**src/rtl/ibmc_pkg.sv**
```systemverilog
// Package: types, constants and cost functions of the index block merge cost unit
package ibmc_pkg;

  localparam int unsigned BLOCK_LIMIT_BYTES = 65536;
  localparam int unsigned LOC_RECORD_BYTES  = 24;
  localparam int unsigned LIMIT_WORDS       = BLOCK_LIMIT_BYTES / 4;

  localparam int unsigned ID_W      = 64;
  localparam int unsigned CNT_W     = 32;
  localparam int unsigned COST_W    = 42;
  localparam int unsigned WORDS_W   = 36;
  localparam int unsigned DIV_STEPS = 2;

  localparam logic [COST_W-1:0] TOO_BIG_COST = COST_W'(64'hFFFF_FFFF);

  typedef enum logic {
    ACT_LOAD  = 1'b0,
    ACT_MERGE = 1'b1
  } action_e;

  typedef enum logic [1:0] {
    KIND_RANDOM    = 2'd0,
    KIND_UNIFORM   = 2'd1,
    KIND_MAGNITUDE = 2'd2,
    KIND_PREDICT   = 2'd3
  } kind_e;

  typedef struct packed {
    logic             start;
    logic [ID_W-1:0]  span;
    logic [CNT_W-1:0] count;
  } div_req_t;

  typedef struct packed {
    logic            done;
    logic [ID_W-1:0] quot;
  } div_rsp_t;

  function automatic kind_e pick_kind(kind_e kind, logic uni, logic mag);
    kind_e res;
    case (kind)
      KIND_UNIFORM:   res = uni ? KIND_UNIFORM : KIND_RANDOM;
      KIND_MAGNITUDE: res = mag ? KIND_MAGNITUDE : KIND_RANDOM;
      KIND_PREDICT: begin
        if (uni) res = mag ? KIND_PREDICT : KIND_UNIFORM;
        else     res = mag ? KIND_MAGNITUDE : KIND_RANDOM;
      end
      default:        res = KIND_RANDOM;
    endcase
    return res;
  endfunction

  function automatic logic [COST_W-1:0] id_cost(kind_e src_k, kind_e dst_k,
                                                logic [CNT_W-1:0] cnt);
    logic [COST_W-1:0] c;
    logic [COST_W-1:0] res;
    c = COST_W'(cnt);
    case ({dst_k, src_k})
      {KIND_RANDOM, KIND_UNIFORM}:     res = (c << 2) - COST_W'(4);
      {KIND_RANDOM, KIND_MAGNITUDE}:   res = (c << 3) - COST_W'(8);
      {KIND_RANDOM, KIND_PREDICT}:     res = (c << 3) + (c << 2);
      {KIND_UNIFORM, KIND_PREDICT}:    res = c << 3;
      {KIND_MAGNITUDE, KIND_PREDICT}:  res = c << 2;
      default:                         res = TOO_BIG_COST;
    endcase
    if (src_k == dst_k) res = '0;
    return res;
  endfunction

  function automatic logic [COST_W-1:0] pg_cost(kind_e src_k, kind_e dst_k,
                                                logic [CNT_W-1:0] cnt);
    logic [COST_W-1:0] c;
    logic [COST_W-1:0] res;
    c = COST_W'(cnt);
    case ({dst_k, src_k})
      {KIND_RANDOM, KIND_UNIFORM}:     res = (c << 2) - COST_W'(4);
      {KIND_RANDOM, KIND_MAGNITUDE}:   res = (c << 3) - COST_W'(8);
      {KIND_RANDOM, KIND_PREDICT}:     res = (c << 3) + (c << 2) - COST_W'(12);
      {KIND_UNIFORM, KIND_PREDICT}:    res = (c << 3) - COST_W'(12);
      {KIND_MAGNITUDE, KIND_PREDICT}:  res = (c << 2) - COST_W'(12);
      default:                         res = TOO_BIG_COST;
    endcase
    if (src_k == dst_k) res = '0;
    return res;
  endfunction

endpackage

```
**src/rtl/ibmc_div.sv**
```systemverilog
// Shared signed span divider: 64-bit span by 32-bit count, two quotient bits per cycle
module ibmc_div (
  input  logic              clk_i,
  input  logic              rst_ni,
  input  ibmc_pkg::div_req_t req_i,
  output ibmc_pkg::div_rsp_t rsp_o
);
  import ibmc_pkg::*;

  localparam int unsigned ITER_N = ID_W / DIV_STEPS;
  localparam int unsigned STEP_W = $clog2(ITER_N);

  typedef enum logic [3:0] {
    D_IDLE = 4'b0001,
    D_NEG  = 4'b0010,
    D_ITER = 4'b0100,
    D_FIX  = 4'b1000
  } div_state_e;

  div_state_e        state_q, state_d;
  logic [STEP_W-1:0] step_q;
  logic              done_q;
  logic [ID_W-1:0]   span_q;
  logic [CNT_W-1:0]  dvs_q;
  logic              neg_q;
  logic [ID_W-1:0]   quo_q, quo_d;
  logic [CNT_W-1:0]  rem_q, rem_d;
  logic [ID_W-1:0]   quot_q;

  always_comb begin
    logic [CNT_W:0] shifted;
    logic [CNT_W:0] diff;
    logic           ge;
    quo_d = quo_q;
    rem_d = rem_q;
    for (int i = 0; i < DIV_STEPS; i++) begin
      shifted = {rem_d, quo_d[ID_W-1]};
      diff    = shifted - {1'b0, dvs_q};
      ge      = shifted >= {1'b0, dvs_q};
      rem_d   = ge ? diff[CNT_W-1:0] : shifted[CNT_W-1:0];
      quo_d   = {quo_d[ID_W-2:0], ge};
    end
  end

  always_comb begin
    state_d = state_q;
    case (state_q)
      D_IDLE:  if (req_i.start) state_d = D_NEG;
      D_NEG:   state_d = D_ITER;
      D_ITER:  if (step_q == STEP_W'(ITER_N - 1)) state_d = D_FIX;
      D_FIX:   state_d = D_IDLE;
      default: state_d = D_IDLE;
    endcase
  end

  always_ff @(posedge clk_i or negedge rst_ni) begin
    if (!rst_ni) begin
      state_q <= D_IDLE;
      step_q  <= '0;
      done_q  <= 1'b0;
    end else begin
      state_q <= state_d;
      done_q  <= (state_q == D_FIX);
      if (state_q == D_NEG)       step_q <= '0;
      else if (state_q == D_ITER) step_q <= step_q + 1'b1;
    end
  end

  always_ff @(posedge clk_i) begin
    case (state_q)
      D_IDLE: begin
        if (req_i.start) begin
          span_q <= req_i.span;
          dvs_q  <= req_i.count;
        end
      end
      D_NEG: begin
        neg_q <= span_q[ID_W-1];
        quo_q <= span_q[ID_W-1] ? ('0 - span_q) : span_q;
        rem_q <= '0;
      end
      D_ITER: begin
        quo_q <= quo_d;
        rem_q <= rem_d;
      end
      D_FIX: begin
        // zero count leaves all ones unsigned
        quot_q <= (neg_q && (dvs_q != '0)) ? ('0 - quo_q) : quo_q;
      end
      default: ;
    endcase
  end

  assign rsp_o.done = done_q;
  assign rsp_o.quot = quot_q;

endmodule

```
**src/rtl/index_block_merge_cost_unit.sv**
```systemverilog
// Index block merge cost unit: accumulator, sequencer, cost sum and size limit check
//
// Holds one index block descriptor and rates candidate descriptors against it.
// A load transfer replaces the descriptor and returns a zero cost. A merge
// transfer runs the id-spacing test as two signed span divisions on one
// shared divider that retires two quotient bits a cycle, then sums four
// conversion costs on one adder and checks the size limit. One item is in
// work at a time; in_stall_o stays high until its result is in the output
// register, and a result waiting there does not stop the next input transfer.
module index_block_merge_cost_unit (
  input  logic                                    clk_i,
  input  logic                                    rst_ni,
  input  logic                                    in_valid_i,
  output logic                                    in_stall_o,
  input  logic                                    action_i,
  input  logic signed [ibmc_pkg::ID_W-1:0]        first_id_i,
  input  logic signed [ibmc_pkg::ID_W-1:0]        last_id_i,
  input  logic        [ibmc_pkg::ID_W-1:0]        first_page_i,
  input  logic        [ibmc_pkg::ID_W-1:0]        last_page_i,
  input  logic        [ibmc_pkg::CNT_W-1:0]       page_size_i,
  input  logic        [ibmc_pkg::CNT_W-1:0]       entry_count_i,
  input  logic        [1:0]                       id_kind_i,
  input  logic        [1:0]                       page_kind_i,
  output logic                                    out_valid_o,
  input  logic                                    out_stall_i,
  output logic signed [ibmc_pkg::COST_W-1:0]      merge_cost_o,
  output logic        [1:0]                       merged_id_kind_o,
  output logic        [1:0]                       merged_page_kind_o,
  output logic                                    too_big_o
);
  import ibmc_pkg::*;

  typedef enum logic [8:0] {
    S_IDLE    = 9'b000000001,
    S_START_A = 9'b000000010,
    S_RUN_A   = 9'b000000100,
    S_START_B = 9'b000001000,
    S_RUN_B   = 9'b000010000,
    S_COST    = 9'b000100000,
    S_COMMIT  = 9'b001000000,
    S_LIMIT   = 9'b010000000,
    S_DONE    = 9'b100000000
  } state_e;

  state_e state_q, state_d;
  logic   in_xfer, out_free;

  // accumulator
  logic [ID_W-1:0]  acc_first_id_q, acc_last_id_q, acc_last_page_q;
  logic [CNT_W-1:0] acc_page_size_q, acc_count_q;
  kind_e            acc_id_kind_q, acc_page_kind_q;

  // captured item
  action_e          action_q;
  logic [ID_W-1:0]  f_id_q, l_id_q, f_pg_q, l_pg_q;
  logic [CNT_W-1:0] psize_q, cnt_q;
  kind_e            ik_q, pk_q;

  // work registers
  logic [ID_W-1:0]   qa_q;
  kind_e             idt_q, pgt_q;
  logic [COST_W-1:0] cost_q;
  logic [1:0]        term_q;
  logic              big_q;

  // output register
  logic              out_valid_q;
  logic [COST_W-1:0] out_cost_q;
  kind_e             out_ik_q, out_pk_q;
  logic              out_big_q;

  div_req_t div_req;
  div_rsp_t div_rsp;

  logic              uni_id;
  logic [COST_W-1:0] term;
  logic [CNT_W:0]    cnt_sum;
  logic [CNT_W-1:0]  cnt_sat;
  logic [ID_W-1:0]   id_span;
  logic [1:0]        idt_inv, pgt_inv;
  logic [2:0]        hdr_words, ent_words;
  logic [WORDS_W-1:0] blk_words;
  logic              big_now;

  assign in_xfer    = in_valid_i && !in_stall_o;
  assign in_stall_o = (state_q != S_IDLE);
  assign out_free   = !out_valid_q || !out_stall_i;

  ibmc_div u_div (
    .clk_i  (clk_i),
    .rst_ni (rst_ni),
    .req_i  (div_req),
    .rsp_o  (div_rsp)
  );

  always_comb begin
    div_req.start = (state_q == S_START_A) || (state_q == S_START_B);
    if (state_q == S_START_A) begin
      div_req.span  = acc_last_id_q - acc_first_id_q;
      div_req.count = acc_count_q;
    end else begin
      div_req.span  = l_id_q - f_id_q;
      div_req.count = cnt_q;
    end
  end

  assign uni_id = (qa_q == div_rsp.quot);

  always_comb begin
    case (term_q)
      2'd0:    term = id_cost(acc_id_kind_q, idt_q, acc_count_q);
      2'd1:    term = pg_cost(acc_page_kind_q, pgt_q, acc_count_q);
      2'd2:    term = id_cost(ik_q, idt_q, cnt_q);
      default: term = pg_cost(pk_q, pgt_q, cnt_q);
    endcase
  end

  assign cnt_sum = {1'b0, acc_count_q} + {1'b0, cnt_q};
  assign cnt_sat = cnt_sum[CNT_W] ? '1 : cnt_sum[CNT_W-1:0];

  // limit check on the committed accumulator
  assign id_span   = acc_last_id_q - acc_first_id_q;
  assign idt_inv   = ~acc_id_kind_q;
  assign pgt_inv   = ~acc_page_kind_q;
  assign hdr_words = 3'(acc_page_kind_q)
                   + ((acc_id_kind_q != KIND_PREDICT) ? 3'(acc_id_kind_q) : 3'd0);
  assign ent_words = 3'(idt_inv) + 3'(pgt_inv);
  assign blk_words = WORDS_W'(ent_words) * WORDS_W'(acc_count_q) + WORDS_W'(hdr_words);
  assign big_now   = (id_span[ID_W-1:32] != '0) || (blk_words > WORDS_W'(LIMIT_WORDS));

  always_comb begin
    state_d = state_q;
    case (state_q)
      S_IDLE: begin
        if (in_xfer) state_d = (action_e'(action_i) == ACT_MERGE) ? S_START_A : S_DONE;
      end
      S_START_A: state_d = S_RUN_A;
      S_RUN_A:   if (div_rsp.done) state_d = S_START_B;
      S_START_B: state_d = S_RUN_B;
      S_RUN_B:   if (div_rsp.done) state_d = S_COST;
      S_COST:    if (term_q == 2'd3) state_d = S_COMMIT;
      S_COMMIT:  state_d = S_LIMIT;
      S_LIMIT:   state_d = S_DONE;
      S_DONE:    if (out_free) state_d = S_IDLE;
      default:   state_d = S_IDLE;
    endcase
  end

  always_ff @(posedge clk_i or negedge rst_ni) begin
    if (!rst_ni) begin
      state_q     <= S_IDLE;
      out_valid_q <= 1'b0;
    end else begin
      state_q <= state_d;
      if ((state_q == S_DONE) && out_free) out_valid_q <= 1'b1;
      else if (!out_stall_i)               out_valid_q <= 1'b0;
    end
  end

  always_ff @(posedge clk_i or negedge rst_ni) begin
    if (!rst_ni) begin
      acc_first_id_q  <= '0;
      acc_last_id_q   <= '0;
      acc_last_page_q <= '0;
      acc_page_size_q <= '0;
      acc_count_q     <= '0;
      acc_id_kind_q   <= KIND_RANDOM;
      acc_page_kind_q <= KIND_RANDOM;
    end else if (state_q == S_COMMIT) begin
      acc_last_id_q   <= l_id_q;
      acc_last_page_q <= l_pg_q;
      acc_count_q     <= cnt_sat;
      acc_id_kind_q   <= idt_q;
      acc_page_kind_q <= pgt_q;
    end else if ((state_q == S_DONE) && out_free && (action_q == ACT_LOAD)) begin
      acc_first_id_q  <= f_id_q;
      acc_last_id_q   <= l_id_q;
      acc_last_page_q <= l_pg_q;
      acc_page_size_q <= psize_q;
      acc_count_q     <= cnt_q;
      acc_id_kind_q   <= ik_q;
      acc_page_kind_q <= pk_q;
    end
  end

  always_ff @(posedge clk_i) begin
    if (in_xfer) begin
      action_q <= action_e'(action_i);
      f_id_q   <= first_id_i;
      l_id_q   <= last_id_i;
      f_pg_q   <= first_page_i;
      l_pg_q   <= last_page_i;
      psize_q  <= page_size_i;
      cnt_q    <= entry_count_i;
      ik_q     <= kind_e'(id_kind_i);
      pk_q     <= kind_e'(page_kind_i);
    end
    if ((state_q == S_RUN_A) && div_rsp.done) qa_q <= div_rsp.quot;
    if ((state_q == S_RUN_B) && div_rsp.done) begin
      idt_q  <= pick_kind(kind_e'(acc_id_kind_q & ik_q), uni_id, acc_last_id_q == f_id_q);
      pgt_q  <= pick_kind(kind_e'(acc_page_kind_q & pk_q), acc_page_size_q == psize_q,
                          acc_last_page_q == f_pg_q);
      cost_q <= '0 - COST_W'(LOC_RECORD_BYTES);
      term_q <= 2'd0;
    end
    if (state_q == S_COST) begin
      cost_q <= cost_q + term;
      term_q <= term_q + 2'd1;
    end
    if (state_q == S_LIMIT) big_q <= big_now;
    if ((state_q == S_DONE) && out_free) begin
      if (action_q == ACT_LOAD) begin
        out_cost_q <= '0;
        out_ik_q   <= ik_q;
        out_pk_q   <= pk_q;
        out_big_q  <= 1'b0;
      end else begin
        out_cost_q <= big_q ? TOO_BIG_COST : cost_q;
        out_ik_q   <= acc_id_kind_q;
        out_pk_q   <= acc_page_kind_q;
        out_big_q  <= big_q;
      end
    end
  end

  assign out_valid_o        = out_valid_q;
  assign merge_cost_o       = $signed(out_cost_q);
  assign merged_id_kind_o   = out_ik_q;
  assign merged_page_kind_o = out_pk_q;
  assign too_big_o          = out_big_q;

endmodule

```
**config.mk**
```make
export PLATFORM = sky130hd
export DESIGN_NAME = index_block_merge_cost_unit
export DESIGN_NICKNAME = d
export VERILOG_FILES = /design/src/rtl/ibmc_pkg.sv /design/src/rtl/ibmc_div.sv /design/src/rtl/index_block_merge_cost_unit.sv
export SDC_FILE = /design/constraint.sdc
export NUM_CORES = 2
export LEC_CHECK = 0
export BUFFER_PORTS_ARGS = -buffer_cell sky130_fd_sc_hd__buf_2
export CAP_MARGIN = 10
export CELL_PAD_IN_SITES_DETAIL_PLACEMENT = 1
export CELL_PAD_IN_SITES_GLOBAL_PLACEMENT = 2
export CORE_UTILIZATION = 36
export DETAILED_ROUTE_END_ITERATION = 10
export GPL_TIMING_DRIVEN = 0
export PLACE_DENSITY_LB_ADDON = 0.1
export SYNTH_ARGS = -nofsm -noshare
export SYNTH_HDL_FRONTEND = slang
export SYNTH_HIERARCHICAL = 1
export SYNTH_SLANG_ARGS = --single-unit
```
**constraint.sdc**
```tcl
create_clock -name clk_i -period 16.93 [get_ports clk_i]
set_input_delay 4.2325 -clock clk_i [delete_from_list [all_inputs] [get_ports clk_i]]
set_output_delay 4.2325 -clock clk_i [all_outputs]
set_load 0.05 [all_outputs]
```
==> results by group <==
Critical path
  – Buf+Inv Stages, Crit Path: 2
  – Max stage delay on crit path: 1.13 ns
  – WP data required: 17.46 ns
  – Critical Path AT: 12.35 ns
  – Startpoint Class: flip-flop
  – Worst setup EP type: flip-flop
  – Worst path slowest cell: a222oi_1
  – Flop2flop setup slack: 5.11 ns
  – Crit Path Class: reg -> reg
  – Crit-path max FO: 10
  – CP delay by family, top: compound AO/OA/AOI/OAI gates

Final layout
  – Most frequent cells in the layout: 742 x edfxtp_1, 724 x nand2_1, 604 x o21ai_0, 597 x a21oi_1, 479 x nor2_1
  – Final Net Count: 9124
  – Post-route insts no fill: 11000
  – Filler Cells Inserted: 23000
  – Layout cell share with drive strength beyond 1: 0.106
  – Area Overhead vs Synth: 13.8%
  – Final Cell Area: 0.0831 mm²
  – Commonest non-fill, non-tap cell in the layout: edfxtp_1

Pwr
  – Pwr dens: 203 mW/mm²
  – Total Power: 0.0169 W
  – P_leak: 32.4 nW
  – Worst VDD drop: 0.123 mV

Timing
  – Actual slew at the worst max-slew pin: 1.38 ns
  – Final Max Slew Viols: 0
  – Post-layout min period: 11.82 ns
  – Rel. slew slack: 0.0772
  – Tcrit/Tclk final: 0.698
  – FMAX: 84.6 MHz
  – RSZ-0062 raised after global routing: no
  – Final setup violating endpoints: 0
  – Hold Violations, Final: 0
  – Clock skew: 0.0584 ns

Run status
  – Status: finished clean

Clock network
  – Num CTS Buffers: 119
  – Number of hold buffers added after CTS: 0
  – Post-CTS Setup Bufs: 0
  – CTS resizes: 0
  – Worst-path clk slew: 0.06 ns
  – Clock Latency Late Sink: 0.81 ns
  – Clock Tree Buf Depth: 3
  – Clock sink count: 1022
  – CTS tree: built
  – Max H-tree Level: 3
  – Root Buffer: clkbuf_16

Place
  – Dpl hpwl: 263000 µm
  – Placed inst area: 0.0790 mm²
  – Placed Cells: 10800
  – Port Buf Inserts: 377
  – Final GP Congestion: 0.986

Detailed routing
  – WL per Instance: 29.4 µm
  – Total wire length: 324000 µm
  – Routed vias/inst: 5.88
  – DRT antenna net count: 0
  – DRC Markers: 0
  – Vias post-DR: 65000
  – TritonRoute pass-1 iters: 6
  – Starting DRT DRC Count: 5634

Synth
  – Post-synthesis cell area: 0.0730 mm²
  – Post-synth EDFFs: 742
  – Synth Warn #: 6
  – Post-synth top flop: edfxtp_1
  – Syn Nets: 8580
  – Post-synth ARST share: 0.274
  – Dominant cells by area after synthesis: edfxtp_1 31%, dfrtp_1 9.5%, ha_1 8.1%
  – Top-area cell type share of the netlist area: 0.305
  – Number of synthesized register bits: 1022
  – Synthesized area per cell: 9.44 µm²
  – Yosys cell types: 99
  – Syn Inst Count: 7735
  – Sequential area share after synthesis: 0.401
  – Area leader, netlist: edfxtp_1

Die
  – Die width: 452 µm
  – Starting utilization of the core area: 0.364
  – Core Region: 0.201 mm²
  – I/O Pins: 378
  – Row cnt: 164
  – Die Area: 0.205 mm²
  – Die H: 452 µm

Global route
  – GRT overflow: 0
  – Vias in the first global route: 65700
  – Antenna violations before repair: 38
  – Pin count of the biggest net entering global routing: 95
  – Wire length of the first global-routing pass: 467000 µm
  – Tot GR Track Use: 0.311

Job
  – Max Cap Viol: 0

Hold path
  – HP Class: reg -> reg
==> cell type report <==
cell class	instances	area [µm²]	area share
Antenna cell	9	22.5	0.000271
Buffer	344	1310	0.0157
Clock buffer	141	3130	0.0377
Clock inverter	84	942	0.0113
Inverter	440	1650	0.0199
Multi-Input combinational cell	5929	40900	0.492
Sequential cell	1022	29300	0.352
Tap cell	2656	3320	0.0400
Timing Repair Buffer	423	2550	0.0307
==> metal layers <==
metal  routed length [µm]  track usage
met5                  237            0
met4                11800        0.103
met2               139000        0.469
met3                19400       0.0427
met1               154000        0.454
==> Yosys cell counts, types with 22 or more instances <==
| cell type | count |
|---|---|
| and2_1 | 61 |
| nor2_1 | 480 |
| a22oi_1 | 35 |
| fa_1 | 41 |
| ha_1 | 475 |
| dfrtp_1 | 278 |
| nor3_1 | 138 |
| or4_1 | 24 |
| a21o_1 | 181 |
| o22ai_1 | 94 |
| mux2_2 | 172 |
| mux2i_1 | 47 |
| nor4_1 | 75 |
| o21a_1 | 83 |
| buf_1 | 26 |
| a21oi_1 | 598 |
| clkbuf_1 | 313 |
| o41ai_1 | 25 |
| nand3_1 | 145 |
| o21bai_1 | 43 |
| o221ai_1 | 53 |
| and3_1 | 75 |
| a221oi_1 | 87 |
| o21ai_0 | 604 |
| edfxtp_1 | 742 |
| nand2_1 | 724 |
| xor2_1 | 314 |
| or3_1 | 39 |
| nand2b_1 | 83 |
| o211ai_1 | 40 |
| xnor2_1 | 454 |
| nor3b_1 | 22 |
| nor2b_1 | 54 |
| a211oi_1 | 60 |
| a221o_1 | 36 |
| a31oi_1 | 71 |
| nand4_1 | 115 |
| or2_2 | 30 |
| o31ai_1 | 51 |
| inv_1 | 436 |
==> final timing paths <==
path                                 startpoint                  end  cells past startpoint
worst max-delay path             acc_count_q[1]           cost_q[41]                     29
worst min-delay path            u_div/quot_q[4]              qa_q[4]                      0
worst max register to register   acc_count_q[1]           cost_q[41]                     29
worst min register to register  u_div/quot_q[4]              qa_q[4]                      0
max in group asynchronous                rst_ni   acc_first_id_q[19]                      3
min in group asynchronous                rst_ni  acc_page_size_q[11]                      1
==> cells by family (layout without fill, tap and decap cells) <==
family	after synthesis	in the layout	share of synthesized area
mux	219	219	0.0330
simple gates	2148	2148	0.142
fa+ha+maj	516	516	0.0926
xor+xnor	769	769	0.0924
compound gates	2277	2277	0.198
other cells	0	9	0
buf+inv	784	1432	0.0404
flops	1022	1022	0.401
==> worst register-to-register path: cells and delay by family, from the launching register on <==
family                   cells  cell delay [ns]
AO/OA/AOI/OAI               13             5.19
AND/OR/NAND/NOR             10             2.88
buffers and inverters        2             1.40
adder cells (fa/ha/maj)      2             0.93
flip-flops                   1             0.72
XOR/XNOR                     2             0.46
==> report_power, final <==
group	internal [W]	switching [W]	total (W)
sequential	0.00348	0.000635	0.00411
combinational	0.00342	0.00669	0.0101
clock	0.00153	0.00116	0.00269
total	0.00842	0.00848	0.0169
==> through the flow <==
| stage | setup TNS [ns] | setup WS, ns | hold WS [ns] | util |
|---|---|---|---|---|
| floorplan | 0 | 3.77 | 0.424 | - |
| global placement | -238.04 | -0.820 | 0.430 | 0.390 |
| detailed placement | 0 | 5.45 | 0.438 | 0.394 |
| CTS | 0 | 5.43 | 0.458 | 0.414 |
| global route | 0 | 4.61 | 0.466 | 0.414 |
| finish | 0 | 5.11 | 0.454 | 0.414 |
Note: power is estimated with default switching activity, not from simulation.
